<file path="config.mk">
export PLATFORM = sky130hd
export DESIGN_NAME = touch_dimmer_controller
export DESIGN_NICKNAME = d
export VERILOG_FILES = /design/src/hdl/tdc_pkg.sv /design/src/hdl/tdc_queue.sv /design/src/hdl/tdc_front.sv /design/src/hdl/tdc_back.sv /design/src/hdl/touch_dimmer_controller.sv
export SDC_FILE = /design/constraint.sdc
export NUM_CORES = 1
export LEC_CHECK = 0
export ABC_AREA = 1
export BUFFER_PORTS_ARGS = -buffer_cell sky130_fd_sc_hd__buf_2
export CAP_MARGIN = 20
export CORE_AREA = 4 4 197 275
export DETAILED_ROUTE_END_ITERATION = 6
export DIE_AREA = 0 0 201 279
export PLACE_DENSITY = 0.63
export REMOVE_ABC_BUFFERS = 1
export SYNTH_ARGS = -nofsm -noshare
export SYNTH_HDL_FRONTEND = slang
export SYNTH_SLANG_ARGS = --single-unit
</file>
<file path="constraint.sdc">
create_clock -name clock -period 6.87 [get_ports clock]
set_clock_uncertainty 0.15 [all_clocks]
set_input_delay 0.687 -clock clock [delete_from_list [all_inputs] [get_ports clock]]
set_output_delay 0.687 -clock clock [all_outputs]
set_load 0.005 [all_outputs]
</file>
<file path="src/hdl/tdc_pkg.sv">
// types, constants and helper functions of the touch dimmer controller
`default_nettype none
package tdc_pkg;

   // touch readings summed into one tick
   localparam int SAMPLES_PER_TICK = 4;

   // default depth of the internal queues
   localparam int TDC_QUEUE_DEPTH = 2;

   // configuration port
   localparam int CSR_INDEX_W = 3;
   localparam int CSR_DATA_W  = 16;

   typedef enum logic [CSR_INDEX_W-1:0] {
      CSR_TOUCH_THRESHOLD    = 3'd0,
      CSR_RELEASE_HYSTERESIS = 3'd1,
      CSR_CONFIRM_COUNT      = 3'd2,
      CSR_ANIM_INTERVAL_MS   = 3'd3,
      CSR_MIN_BRIGHTNESS     = 3'd4,
      CSR_LONG_TOUCH_MS      = 3'd5
   } tdc_csr_type;

   // register reset values
   localparam logic [15:0] RST_TOUCH_THRESHOLD    = 16'd40;
   localparam logic [15:0] RST_RELEASE_HYSTERESIS = 16'd5;
   localparam logic [3:0]  RST_CONFIRM_COUNT      = 4'd3;
   localparam logic [15:0] RST_ANIM_INTERVAL_MS   = 16'd10;
   localparam logic [7:0]  RST_MIN_BRIGHTNESS     = 8'd10;
   localparam logic [15:0] RST_LONG_TOUCH_MS      = 16'd1000;

   // hue scaling: pot * HUE_MAX / POT_MAX = 16 * pot + pot / HUE_FRAC_DIV
   localparam int POT_MAX      = 4095;
   localparam int HUE_MAX      = 65535;
   localparam int HUE_FRAC_MAX = HUE_MAX % POT_MAX;
   localparam int HUE_FRAC_DIV = POT_MAX / HUE_FRAC_MAX;

   // top of the brightness ramp
   localparam logic [9:0] BRIGHT_MAX = 10'd255;

   typedef enum logic [1:0] {
      PHASE_IDLE  = 2'd0,
      PHASE_TOUCH = 2'd1,
      PHASE_LONG  = 2'd2
   } tdc_phase_type;

   typedef struct packed {
      logic [31:0] now_ms;
      logic        received_mode;
      logic        lamp_on;
      logic [7:0]  lamp_brightness;
      logic [11:0] pot_raw;
      logic [17:0] touch_sum;
   } tdc_req_type;

   typedef struct packed {
      logic        hue_write;
      logic [15:0] hue;
      logic        power_write;
      logic        power_value;
      logic        brightness_write;
      logic [7:0]  brightness_value;
      logic        touch_is_active;
      logic [1:0]  touch_phase_out;
   } tdc_rsp_type;

   typedef struct packed {
      logic [15:0] touch_threshold;
      logic [15:0] release_hysteresis;
      logic [3:0]  confirm_count;
      logic [15:0] anim_interval_ms;
      logic [7:0]  min_brightness;
      logic [15:0] long_touch_ms;
   } tdc_cfg_type;

   // classified item handed from front to back
   typedef struct packed {
      logic [31:0] now_ms;
      logic        received_mode;
      logic        lamp_on;
      logic [7:0]  lamp_brightness;
      logic [15:0] hue;
      logic        below_idle;
      logic        below_active;
   } tdc_work_type;

   // pot to hue; the fraction term is a row of constant compares
   function automatic logic [15:0] tdc_hue(input logic [11:0] pot);
      logic [3:0] frac;
      frac = '0;
      for (int k = 1; k <= HUE_FRAC_MAX; k++) begin
         if (32'(pot) >= k * HUE_FRAC_DIV) begin
            frac = 4'(k);
         end
      end
      return {pot, 4'b0000} + {12'b0, frac};
   endfunction

endpackage
`default_nettype wire

</file>
<file path="src/hdl/tdc_queue.sv">
// small register queue with push/full and pop/empty sides
`default_nettype none
module tdc_queue #(
   parameter int WIDTH = 8,
   parameter int DEPTH = 2
) (
   input  logic             clock,
   input  logic             reset,
   input  logic             push,
   output logic             full,
   input  logic [WIDTH-1:0] wdata,
   input  logic             pop,
   output logic             empty,
   output logic [WIDTH-1:0] rdata
);
   localparam int PTR_W = (DEPTH > 1) ? $clog2(DEPTH) : 1;
   localparam int CNT_W = $clog2(DEPTH + 1);

   logic [WIDTH-1:0] slot_ff [DEPTH];
   logic [PTR_W-1:0] wr_ptr_ff, wr_ptr_in;
   logic [PTR_W-1:0] rd_ptr_ff, rd_ptr_in;
   logic [CNT_W-1:0] count_ff, count_in;
   logic             do_push, do_pop;

   assign full    = (count_ff == CNT_W'(DEPTH));
   assign empty   = (count_ff == '0);
   assign rdata   = slot_ff[rd_ptr_ff];
   assign do_push = push && !full;
   assign do_pop  = pop && !empty;

   // pointer and count update
   always_comb begin
      wr_ptr_in = wr_ptr_ff;
      rd_ptr_in = rd_ptr_ff;
      count_in  = count_ff;
      if (do_push) begin
         wr_ptr_in = (wr_ptr_ff == PTR_W'(DEPTH - 1)) ? '0 : wr_ptr_ff + 1'b1;
      end
      if (do_pop) begin
         rd_ptr_in = (rd_ptr_ff == PTR_W'(DEPTH - 1)) ? '0 : rd_ptr_ff + 1'b1;
      end
      if (do_push && !do_pop) begin
         count_in = count_ff + 1'b1;
      end else if (do_pop && !do_push) begin
         count_in = count_ff - 1'b1;
      end
   end

   always_ff @(posedge clock) begin
      if (reset) begin
         wr_ptr_ff <= '0;
         rd_ptr_ff <= '0;
         count_ff  <= '0;
      end else begin
         wr_ptr_ff <= wr_ptr_in;
         rd_ptr_ff <= rd_ptr_in;
         count_ff  <= count_in;
      end
   end

   // item storage
   always_ff @(posedge clock) begin
      if (do_push) begin
         slot_ff[wr_ptr_ff] <= wdata;
      end
   end

endmodule
`default_nettype wire

</file>
<file path="src/hdl/tdc_front.sv">
// front stage: takes items, maps hue and classifies the touch average
`default_nettype none
module tdc_front (
   input  logic                 clock,
   input  logic                 reset,
   input  logic                 push,
   output logic                 full,
   input  tdc_pkg::tdc_req_type req_item,
   input  tdc_pkg::tdc_cfg_type cfg,
   output logic                 work_push,
   input  logic                 work_full,
   output tdc_pkg::tdc_work_type work_item
);
   import tdc_pkg::*;

   logic         stage_valid_ff, stage_valid_in;
   tdc_work_type stage_ff, stage_in;
   logic         accept;
   logic [15:0]  avg;
   logic [15:0]  release_level;

   assign full      = stage_valid_ff && work_full;
   assign accept    = push && !full;
   assign work_push = stage_valid_ff && !work_full;
   assign work_item = stage_ff;

   // touch average and both hysteresis compares
   assign avg           = 16'(req_item.touch_sum / SAMPLES_PER_TICK);
   assign release_level = cfg.touch_threshold + cfg.release_hysteresis;

   always_comb begin
      stage_in                 = stage_ff;
      stage_valid_in           = stage_valid_ff;
      if (work_push) begin
         stage_valid_in = 1'b0;
      end
      if (accept) begin
         stage_valid_in           = 1'b1;
         stage_in.now_ms          = req_item.now_ms;
         stage_in.received_mode   = req_item.received_mode;
         stage_in.lamp_on         = req_item.lamp_on;
         stage_in.lamp_brightness = req_item.lamp_brightness;
         stage_in.hue             = tdc_hue(req_item.pot_raw);
         stage_in.below_idle      = (avg < cfg.touch_threshold);
         stage_in.below_active    = (avg < release_level);
      end
   end

   always_ff @(posedge clock) begin
      if (reset) begin
         stage_valid_ff <= 1'b0;
      end else begin
         stage_valid_ff <= stage_valid_in;
      end
   end

   always_ff @(posedge clock) begin
      stage_ff <= stage_in;
   end

endmodule
`default_nettype wire

</file>
<file path="src/hdl/tdc_back.sv">
// back stage: touch qualification, phase machine and brightness ramp
`default_nettype none
module tdc_back (
   input  logic                  clock,
   input  logic                  reset,
   input  tdc_pkg::tdc_cfg_type  cfg,
   input  logic                  work_empty,
   output logic                  work_pop,
   input  tdc_pkg::tdc_work_type work_item,
   input  logic                  rsp_full,
   output logic                  rsp_push,
   output tdc_pkg::tdc_rsp_type  rsp_item
);
   import tdc_pkg::*;

   logic          active_ff, active_in;
   logic [3:0]    below_cnt_ff, below_cnt_in;
   logic [3:0]    above_cnt_ff, above_cnt_in;
   tdc_phase_type phase_ff, phase_in;
   logic [31:0]   start_ff, start_in;
   logic [31:0]   last_step_ff, last_step_in;
   logic          ramp_down_ff, ramp_down_in;

   logic          below;
   logic [3:0]    below_cnt_mid, above_cnt_mid;
   logic          active_mid;
   tdc_phase_type phase_a, phase_b;
   logic [31:0]   start_a;
   logic          long_hit, step;
   logic [9:0]    next_level;
   logic [7:0]    step_level;
   logic          step_down;

   assign work_pop = !work_empty && !rsp_full;
   assign rsp_push = work_pop;

   // hysteresis compare and confirmation counters
   always_comb begin
      below = active_ff ? work_item.below_active : work_item.below_idle;
      if (below) begin
         above_cnt_mid = '0;
         below_cnt_mid = (below_cnt_ff < cfg.confirm_count) ? below_cnt_ff + 1'b1
                                                            : below_cnt_ff;
      end else begin
         below_cnt_mid = '0;
         above_cnt_mid = (above_cnt_ff < cfg.confirm_count) ? above_cnt_ff + 1'b1
                                                            : above_cnt_ff;
      end
      if (!active_ff && below_cnt_mid >= cfg.confirm_count) begin
         active_mid = 1'b1;
      end else if (active_ff && above_cnt_mid >= cfg.confirm_count) begin
         active_mid = 1'b0;
      end else begin
         active_mid = active_ff;
      end
   end

   // phase machine and ramp step
   always_comb begin
      case (phase_ff)
         PHASE_IDLE: begin
            phase_a = PHASE_TOUCH;
            start_a = work_item.now_ms;
         end
         PHASE_TOUCH, PHASE_LONG: begin
            phase_a = phase_ff;
            start_a = start_ff;
         end
         default: begin
            phase_a = phase_ff;
            start_a = start_ff;
         end
      endcase
      long_hit = (phase_a == PHASE_TOUCH) &&
                 ((work_item.now_ms - start_a) >= {16'b0, cfg.long_touch_ms});
      phase_b  = long_hit ? PHASE_LONG : phase_a;
      step     = (phase_b == PHASE_LONG) &&
                 ((work_item.now_ms - last_step_ff) > {16'b0, cfg.anim_interval_ms});

      // ramp one level, clamp at floor and top
      next_level = ramp_down_ff ? {2'b00, work_item.lamp_brightness} - 10'd1
                                : {2'b00, work_item.lamp_brightness} + 10'd1;
      if ($signed(next_level) <= $signed({2'b00, cfg.min_brightness})) begin
         step_level = cfg.min_brightness;
         step_down  = 1'b0;
      end else if ($signed(next_level) >= $signed(BRIGHT_MAX)) begin
         step_level = BRIGHT_MAX[7:0];
         step_down  = 1'b1;
      end else begin
         step_level = next_level[7:0];
         step_down  = ramp_down_ff;
      end

      // defaults: state holds, result carries the unchanged touch state
      active_in    = active_ff;
      below_cnt_in = below_cnt_ff;
      above_cnt_in = above_cnt_ff;
      phase_in     = phase_ff;
      start_in     = start_ff;
      last_step_in = last_step_ff;
      ramp_down_in = ramp_down_ff;
      rsp_item     = '0;

      if (work_pop && !work_item.received_mode) begin
         active_in    = active_mid;
         below_cnt_in = below_cnt_mid;
         above_cnt_in = above_cnt_mid;
         if (work_item.lamp_on) begin
            rsp_item.hue_write = 1'b1;
            rsp_item.hue       = work_item.hue;
         end
         if (active_mid) begin
            phase_in = phase_b;
            start_in = start_a;
            if (long_hit && !work_item.lamp_on) begin
               rsp_item.power_write = 1'b1;
               rsp_item.power_value = 1'b1;
            end
            if (step) begin
               last_step_in              = work_item.now_ms;
               ramp_down_in              = step_down;
               rsp_item.brightness_write = 1'b1;
               rsp_item.brightness_value = step_level;
            end
         end else begin
            if (phase_ff == PHASE_TOUCH) begin
               rsp_item.power_write = 1'b1;
               rsp_item.power_value = !work_item.lamp_on;
            end
            phase_in = PHASE_IDLE;
         end
      end

      rsp_item.touch_is_active = active_in;
      rsp_item.touch_phase_out = phase_in;
   end

   always_ff @(posedge clock) begin
      if (reset) begin
         active_ff    <= 1'b0;
         below_cnt_ff <= '0;
         above_cnt_ff <= '0;
         phase_ff     <= PHASE_IDLE;
         start_ff     <= '0;
         last_step_ff <= '0;
         ramp_down_ff <= 1'b0;
      end else begin
         active_ff    <= active_in;
         below_cnt_ff <= below_cnt_in;
         above_cnt_ff <= above_cnt_in;
         phase_ff     <= phase_in;
         start_ff     <= start_in;
         last_step_ff <= last_step_in;
         ramp_down_ff <= ramp_down_in;
      end
   end

endmodule
`default_nettype wire

</file>
<file path="src/hdl/touch_dimmer_controller.sv">
// Touch dimmer controller: one tick item in, one result item out.
// Input side is a queue write port: an item is taken on a clock edge with
// push high and full low. Result side is a queue read port: the oldest
// result sits on rsp_item while empty is low and leaves on an edge with pop
// high. The csr_ port writes one of six registers on any edge with
// csr_write_en high; write only while no item is in flight.
// An item is registered in the front stage and written into the middle queue;
// the back stage then writes its result into the result queue.
// Throughput: one item per cycle while the result queue has room; the back
// stage finishes one tick per cycle: touch updates are compares and counters.
// When the receiver stalls, results collect in the result queue, then the
// middle queue and front register fill and full rises; nothing is dropped.
// Reset clears both queues, the touch state and the phase machine, and loads
// the register defaults. No memory clearing pass is needed.
`default_nettype none
module touch_dimmer_controller #(
   parameter int WORK_DEPTH = tdc_pkg::TDC_QUEUE_DEPTH,
   parameter int RSP_DEPTH  = tdc_pkg::TDC_QUEUE_DEPTH
) (
   input  logic                             clock,
   input  logic                             reset,
   input  logic                             push,
   output logic                             full,
   input  tdc_pkg::tdc_req_type             req_item,
   output logic                             empty,
   input  logic                             pop,
   output tdc_pkg::tdc_rsp_type             rsp_item,
   input  logic                             csr_write_en,
   input  logic [tdc_pkg::CSR_INDEX_W-1:0]  csr_index,
   input  logic [tdc_pkg::CSR_DATA_W-1:0]   csr_wdata
);
   import tdc_pkg::*;

   tdc_cfg_type  cfg_ff, cfg_in;
   logic         work_push, work_full, work_pop, work_empty;
   tdc_work_type front_work, back_work;
   logic         rsp_push, rsp_full;
   tdc_rsp_type  back_rsp;

   // configuration registers
   always_comb begin
      cfg_in = cfg_ff;
      if (csr_write_en) begin
         case (tdc_csr_type'(csr_index))
            CSR_TOUCH_THRESHOLD:    cfg_in.touch_threshold    = csr_wdata;
            CSR_RELEASE_HYSTERESIS: cfg_in.release_hysteresis = csr_wdata;
            CSR_CONFIRM_COUNT:      cfg_in.confirm_count      = csr_wdata[3:0];
            CSR_ANIM_INTERVAL_MS:   cfg_in.anim_interval_ms   = csr_wdata;
            CSR_MIN_BRIGHTNESS:     cfg_in.min_brightness     = csr_wdata[7:0];
            CSR_LONG_TOUCH_MS:      cfg_in.long_touch_ms      = csr_wdata;
            default:                cfg_in = cfg_ff;
         endcase
      end
   end

   always_ff @(posedge clock) begin
      if (reset) begin
         cfg_ff.touch_threshold    <= RST_TOUCH_THRESHOLD;
         cfg_ff.release_hysteresis <= RST_RELEASE_HYSTERESIS;
         cfg_ff.confirm_count      <= RST_CONFIRM_COUNT;
         cfg_ff.anim_interval_ms   <= RST_ANIM_INTERVAL_MS;
         cfg_ff.min_brightness     <= RST_MIN_BRIGHTNESS;
         cfg_ff.long_touch_ms      <= RST_LONG_TOUCH_MS;
      end else begin
         cfg_ff <= cfg_in;
      end
   end

   // front: take and classify items
   tdc_front u_front (
      .clock     (clock),
      .reset     (reset),
      .push      (push),
      .full      (full),
      .req_item  (req_item),
      .cfg       (cfg_ff),
      .work_push (work_push),
      .work_full (work_full),
      .work_item (front_work)
   );

   // queue between front and back
   tdc_queue #(
      .WIDTH ($bits(tdc_work_type)),
      .DEPTH (WORK_DEPTH)
   ) u_work_queue (
      .clock (clock),
      .reset (reset),
      .push  (work_push),
      .full  (work_full),
      .wdata (front_work),
      .pop   (work_pop),
      .empty (work_empty),
      .rdata (back_work)
   );

   // back: touch state and lamp commands
   tdc_back u_back (
      .clock      (clock),
      .reset      (reset),
      .cfg        (cfg_ff),
      .work_empty (work_empty),
      .work_pop   (work_pop),
      .work_item  (back_work),
      .rsp_full   (rsp_full),
      .rsp_push   (rsp_push),
      .rsp_item   (back_rsp)
   );

   // result queue
   tdc_queue #(
      .WIDTH ($bits(tdc_rsp_type)),
      .DEPTH (RSP_DEPTH)
   ) u_rsp_queue (
      .clock (clock),
      .reset (reset),
      .push  (rsp_push),
      .full  (rsp_full),
      .wdata (back_rsp),
      .pop   (pop),
      .empty (empty),
      .rdata (rsp_item)
   );

endmodule
`default_nettype wire

</file>
======== Word-level counts from Yosys, hierarchy flattened ========
Memory sizes are Yosys's and may differ from the RTL's. A register that Yosys moved wholly into a read port is not among the register bits.
Index checks and enable logic that the tools add are counted.
word-level totals
  RAM bits ................................ 182
  input port bits ......................... 96
  output and inout bits ................... 33
  memories ................................ 2
  flip-flop bits (word level) ............. 221
memories
  name                  words  width  rd ports  clocked after Yosys merged registers in  write ports  RTL line         source
  u_work_queue.slot_ff  2      60     1         1                                        1            tdc_queue.sv:19  logic [WIDTH-1:0] slot_ff [DEPTH];
  u_rsp_queue.slot_ff   2      31     1         1                                        1            tdc_queue.sv:19
operators by class
  magnitude comparators ................... 25
  reductions and logical operators ........ 47
  multiplexer cells ....................... 59
  equal/unequal tests ..................... 10
  $add $sub $neg .......................... 16
operator list
  kind                                                                      count
  12-bit >= comparator (second input constant)                              8
  32-bit subtractor                                                         2
  4-bit 2-to-1 mux                                                          13
  12-bit by 11-bit >= comparator with 1-bit output (second input constant)  4
  32-bit by 16-bit >= comparator with 1-bit output                          1
  32-bit by 16-bit greater-than comparator with 1-bit output                1
  16-bit less-than comparator                                               2
  32-bit 2-to-1 mux                                                         1
  28-bit 2-to-1 mux                                                         1
  2-bit 2-to-1 mux                                                          13
  12-bit by 10-bit >= comparator with 1-bit output (second input constant)  2
  1-bit 2-to-1 mux                                                          21
  1-bit logical AND                                                         18
  9-bit 2-to-1 mux                                                          2
  17-bit 2-to-1 mux                                                         1
  16-bit adder                                                              1
  16-bit by 4-bit adder with 16-bit output                                  1
  8-bit 2-to-1 mux                                                          2
  2-bit AND reduction                                                       7
  12-bit by 9-bit >= comparator with 1-bit output (second input constant)   1
  1-bit logical NOT                                                         12
  3-bit 2-to-1 mux                                                          4
  10-bit by 9-bit >= comparator with 1-bit output (second input constant)   1
  10-bit by 9-bit less-or-equal comparator with 1-bit output                1
  19 further kinds                                                          37

======== Depth between registers and ports, before layout ========
  word-level depth ........................ 18
  mapped depth ............................ 35

======== Cells and area by module ========
Synthesis repeated with hierarchy kept, for this count alone.
second synthesis, totals
  cells, all modules ...................... 2922
  area, all modules ....................... 24079.3 um2
modules (own cells, without submodules)
  module                     area each (um2)  cells an instance  times used
  tdc_back                   9846.9           1752               1
  tdc_queue at u_work_queue  4882.2           224                1
  tdc_front                  3819.9           381                1
  touch_dimmer_controller    3036.7           432                1
  tdc_queue at u_rsp_queue   2493.6           133                1

======== Worst setup path before layout ========
OpenSTA, ideal clock, no wires.
  path kind ............................... register to register
  start ................................... register (tool-made name)
  end ..................................... memory u_rsp_queue.slot_ff[0][10] (netlist bit), data pin
  data required time ...................... 6.455 ns
  stages on the path, launching flop included .. 31
  setup time .............................. 0.265 ns
  setup slack ............................. 2.360 ns
  arrival ................................. 4.096 ns
  buffers on the path ..................... 6
  path through ............................ dfxtp_1 > buf_4 > buf_4 > clkbuf_1 > clkbuf_1 > nand2_1 > nand2_1 > o21ai_0 > ha_1 > buf_2 > a21oi_1 > nand2_1 > nand2_1 > nand2_1 > nand2_1 > nand2_1 > xor2_1 > ha_1 > a21oi_1 > nor2_1 > a211oi_1 > nand3_1 > nor2_1 > nand3_1 > nor2_2 > nand3_2 > nand3_4 > nor2_8 > buf_6 > o21ai_1 > a21oi_1
RTL lines
  element           RTL line
  end: declaration  tdc_queue.sv:19

==> results.yml <==
synth:
  yosysSeqAreaShare_pct: 45.8
  yosysMostFrequentCell: "nand2_1"
  synthTopCellsByCount: "nand2_1 (776), inv_1 (382), a21oi_1 (255)"
  yosysWarnings: 0
  yosysTopAreaCell: "edfxtp_1"
  synth_area_sq_um: 23000
  synth_top_area_share_pct: 31.6
  netlist_instances: 2820
  synth_cell_types: 56
  synthArstFlopShare_pct: 0
  synth-main-ff-cell: "edfxtp_1"
  postSynthAreaPerCell_sq_um: 8.15
  synth_edf_count: 242
  ys_seq_elements: 405
  synth_area_leaders: "edfxtp_1 (32%), dfxtp_1 (14%), nand2_1 (13%)"
worst_setup_path:
  critPathRequiredTime_ps: 7010
  critPathTopFamily: "simple AND/OR/NAND/NOR gates"
  cp_data_arrival_time_ps: 5660
  crit_top_cell: "nand2_1"
  crit_slowest_cell: "o21ai_0"
  crit_type: "flop to flop"
  cp.buffers_inverters: 2
  critPathCaptureType: "flop"
  critical_path.max_fanout: 45
  start_kind: "flop"
  max_stage_delay_ps: 540
die:
  fp.dieW_um: 201
  ioPinCount: 129
  start_util_pct: 44.3
  core_sq_um: 51900
  num_rows: 99
  die-height_um: 279
  dieArea_sq_um: 56100
clocking:
  cts_tree: "yes"
  cts_buffer_depth: 3
  numCtsBuffers: 39
  cts_setup_buffers: 0
  cts.clk_slew.worst_paths_ps: 60
  cts_sinks: 405
  h-tree-depth: 2
  ctsHoldBuffers: 0
  clkLatencyLatePin_ps: 560
  post_cts_resized: 0
  cts_root_buf: "clkbuf_16"
final_layout:
  fin_nets: 3198
  antennaDiodeCount: 0
  drive_gt1_share_pct: 9.56
  multi_input_area_sq_um: 10700
  seq_area_sq_um: 10500
  fillers: 4984
  syn_to_final_growth_pct: 10.9
status:
  status: "finished, final reports clean"
placement:
  port_buffers: 126
  gp_congestion: 0.914
  dp.final_hpwl_um: 43700
timing:
  fin_crit_sh_pct: 80.4
  worst_slew_pin_slew_ps: 983
  finalHoldViolations: 0
  fin_crit_ps: 5520
  finalSetupViolations: 0
  clock.fmax_mhz: 181
  slew_headroom_pct: 34.3
  rsz0062_at_grt: "no"
  drv_slew: 0
  fin_setup_tns_ps: 0
route:
  wl_per_cell_um: 15.6
  drt-total-wl_um: 56300
  num_vias: 18556
  via_per_inst: 5.13
  ant_nets: 0
  drc: 0
  first_pass_iters: 7
  dr.first_iter.drc_count: 908
worst_hold_path:
  min_path_type: "input port to flop"
grt:
  antenna_found_initial: 2
  grt_max_degree: 87
  track_usage_pct: 19.6
  overflow: 0
  grt_pass1_vias: 18467
  grt_pass1_wl_um: 90800
power:
  powerDensity_nw_per_um2: 439
  finalPower_mw: 11.2
  vdd_drop_max_uv: 217
  leakage_nw: 11.2
flow_run:
  maxCapViolCount: 0
power breakdown:
part	switching (mW)	leakage, nW	internal (mW)	total, mW
clock	0.925	0.619	1.17	2.10
combinational	3.96	7.00	2.04	6.00
sequential	0.120	3.60	2.99	3.11
kinds of logic (layout without fill, tap and decap cells):
logic type / Yosys count / after routing / synth area share (%)
muxes: 35 / 35 / 1.69
DFF: 405 / 405 / 45.8
AOI/OAI and AO/OA: 522 / 522 / 12.2
buffers and inverters: 464 / 605 / 7.93
adders and majority gates: 170 / 170 / 9.35
and+or+nand+nor: 1169 / 1169 / 20.9
xor gates and xnor gates: 55 / 55 / 2.10
worst register-to-register path, stage by stage, from the launching register on:
cell and delay, ps:
dfxtp_2 330, buf_4 260, o21ai_0 560, inv_1 280, ha_1 260, a21oi_1 170
nand2_1 170, nand2_1 90, nand2_1 120, nand2_1 90, nand3_1 170, xor2_1 200
ha_1 310, nand4_1 130, nor2_1 220, nand4_1 110, nand2_1 150, nand3_1 90
nor2_1 90, nand2_1 70, nor2_1 130, nand3_2 160, nor2_8 430, nor2_8 260
o21ai_1 170, a21oi_1 80
cell type report:
type	instances	area share [%]
clock inverter	21	0.868
inverter	393	5.78
multi-input combinational	1951	41.8
sequential	405	41.3
tap	656	3.22
timing repair buffer	142	2.94
clock buffer	49	4.09
layout by cell type, fill, tap and decap left out, drive strengths merged, types with 4 or more instances in the layout:
cell type,netlist,layout
a211oi,9,9
a21boi,4,4
a21o,6,6
a21oi,257,257
a31oi,6,6
and2,6,6
buf,20,142
clkbuf,51,49
clkinv,1,17
dfxtp,163,163
edfxtp,242,242
ha,167,167
inv,392,394
mux2,31,31
mux2i,4,4
nand2,784,784
nand3,90,90
nand3b,7,7
nand4,31,31
nor2,218,218
nor3,24,24
nor4,4,4
o211ai,18,18
o21a,8,8
o21ai,190,190
o21bai,7,7
or2,4,4
xnor2,7,7
xor2,48,48
metrics by stage:
stage	cell area [sq um]	hold slack, ps	std cells	util [%]	worst slack [ps]
floorplan	22600	271	2749	-	941
global placement	24200	273	3547	46.7	1450
detailed placement	24200	280	3547	46.7	1340
CTS	25500	123	3617	49.1	1290
global route	25500	125	3617	49.1	931
finish	25500	152	3617	49.1	1350
path summary, 6_finish.rpt:
check                                           start  slack, ps  cells after the start                           to
worst max-delay path                             flop       1350                     25    u_rsp_queue.slot_ff[1][5]
worst min-delay path                     req_item[62]        150                      1        u_front.work_item[50]
worst max register to register                   flop       1350                     25    u_rsp_queue.slot_ff[1][5]
worst min register to register  u_front.work_item[58]        290                      0  u_work_queue.slot_ff[1][58]
state kept, by name, indices dropped and copies added, names as in the netlist, named ones only:
register,cells
u_work_queue.wr_ptr_ff,1
u_back.ramp_down_ff,1
u_rsp_queue.rd_ptr_ff,1
u_rsp_queue.slot_ff,62
u_work_queue.slot_ff,120
u_work_queue.rd_ptr_ff,1
u_rsp_queue.count_ff,2
u_front.work_item,60
u_back.below_cnt_ff,4
u_rsp_queue.wr_ptr_ff,1
u_back.phase_ff,2
u_back.last_step_ff,32
u_back.active_ff,1
u_back.start_ff,32
cfg_ff,76
u_back.above_cnt_ff,4
u_work_queue.count_ff,2
u_front.stage_valid_ff,1
routing by layer:
| layer | part of all wire (%) | vias up | track usage [%] |
|---|---|---|---|
| met1 | 41 | 8535 | 22.6 |
| met2 | 51 | 343 | 36.5 |
| li1 | - | 9551 | - |
| met3 | 3.6 | 123 | 2.56 |
| met5 | 0.032 | - | 0 |
| met4 | 4.1 | 4 | 8.07 |
Note: power is estimated with default switching activity, not from simulation.
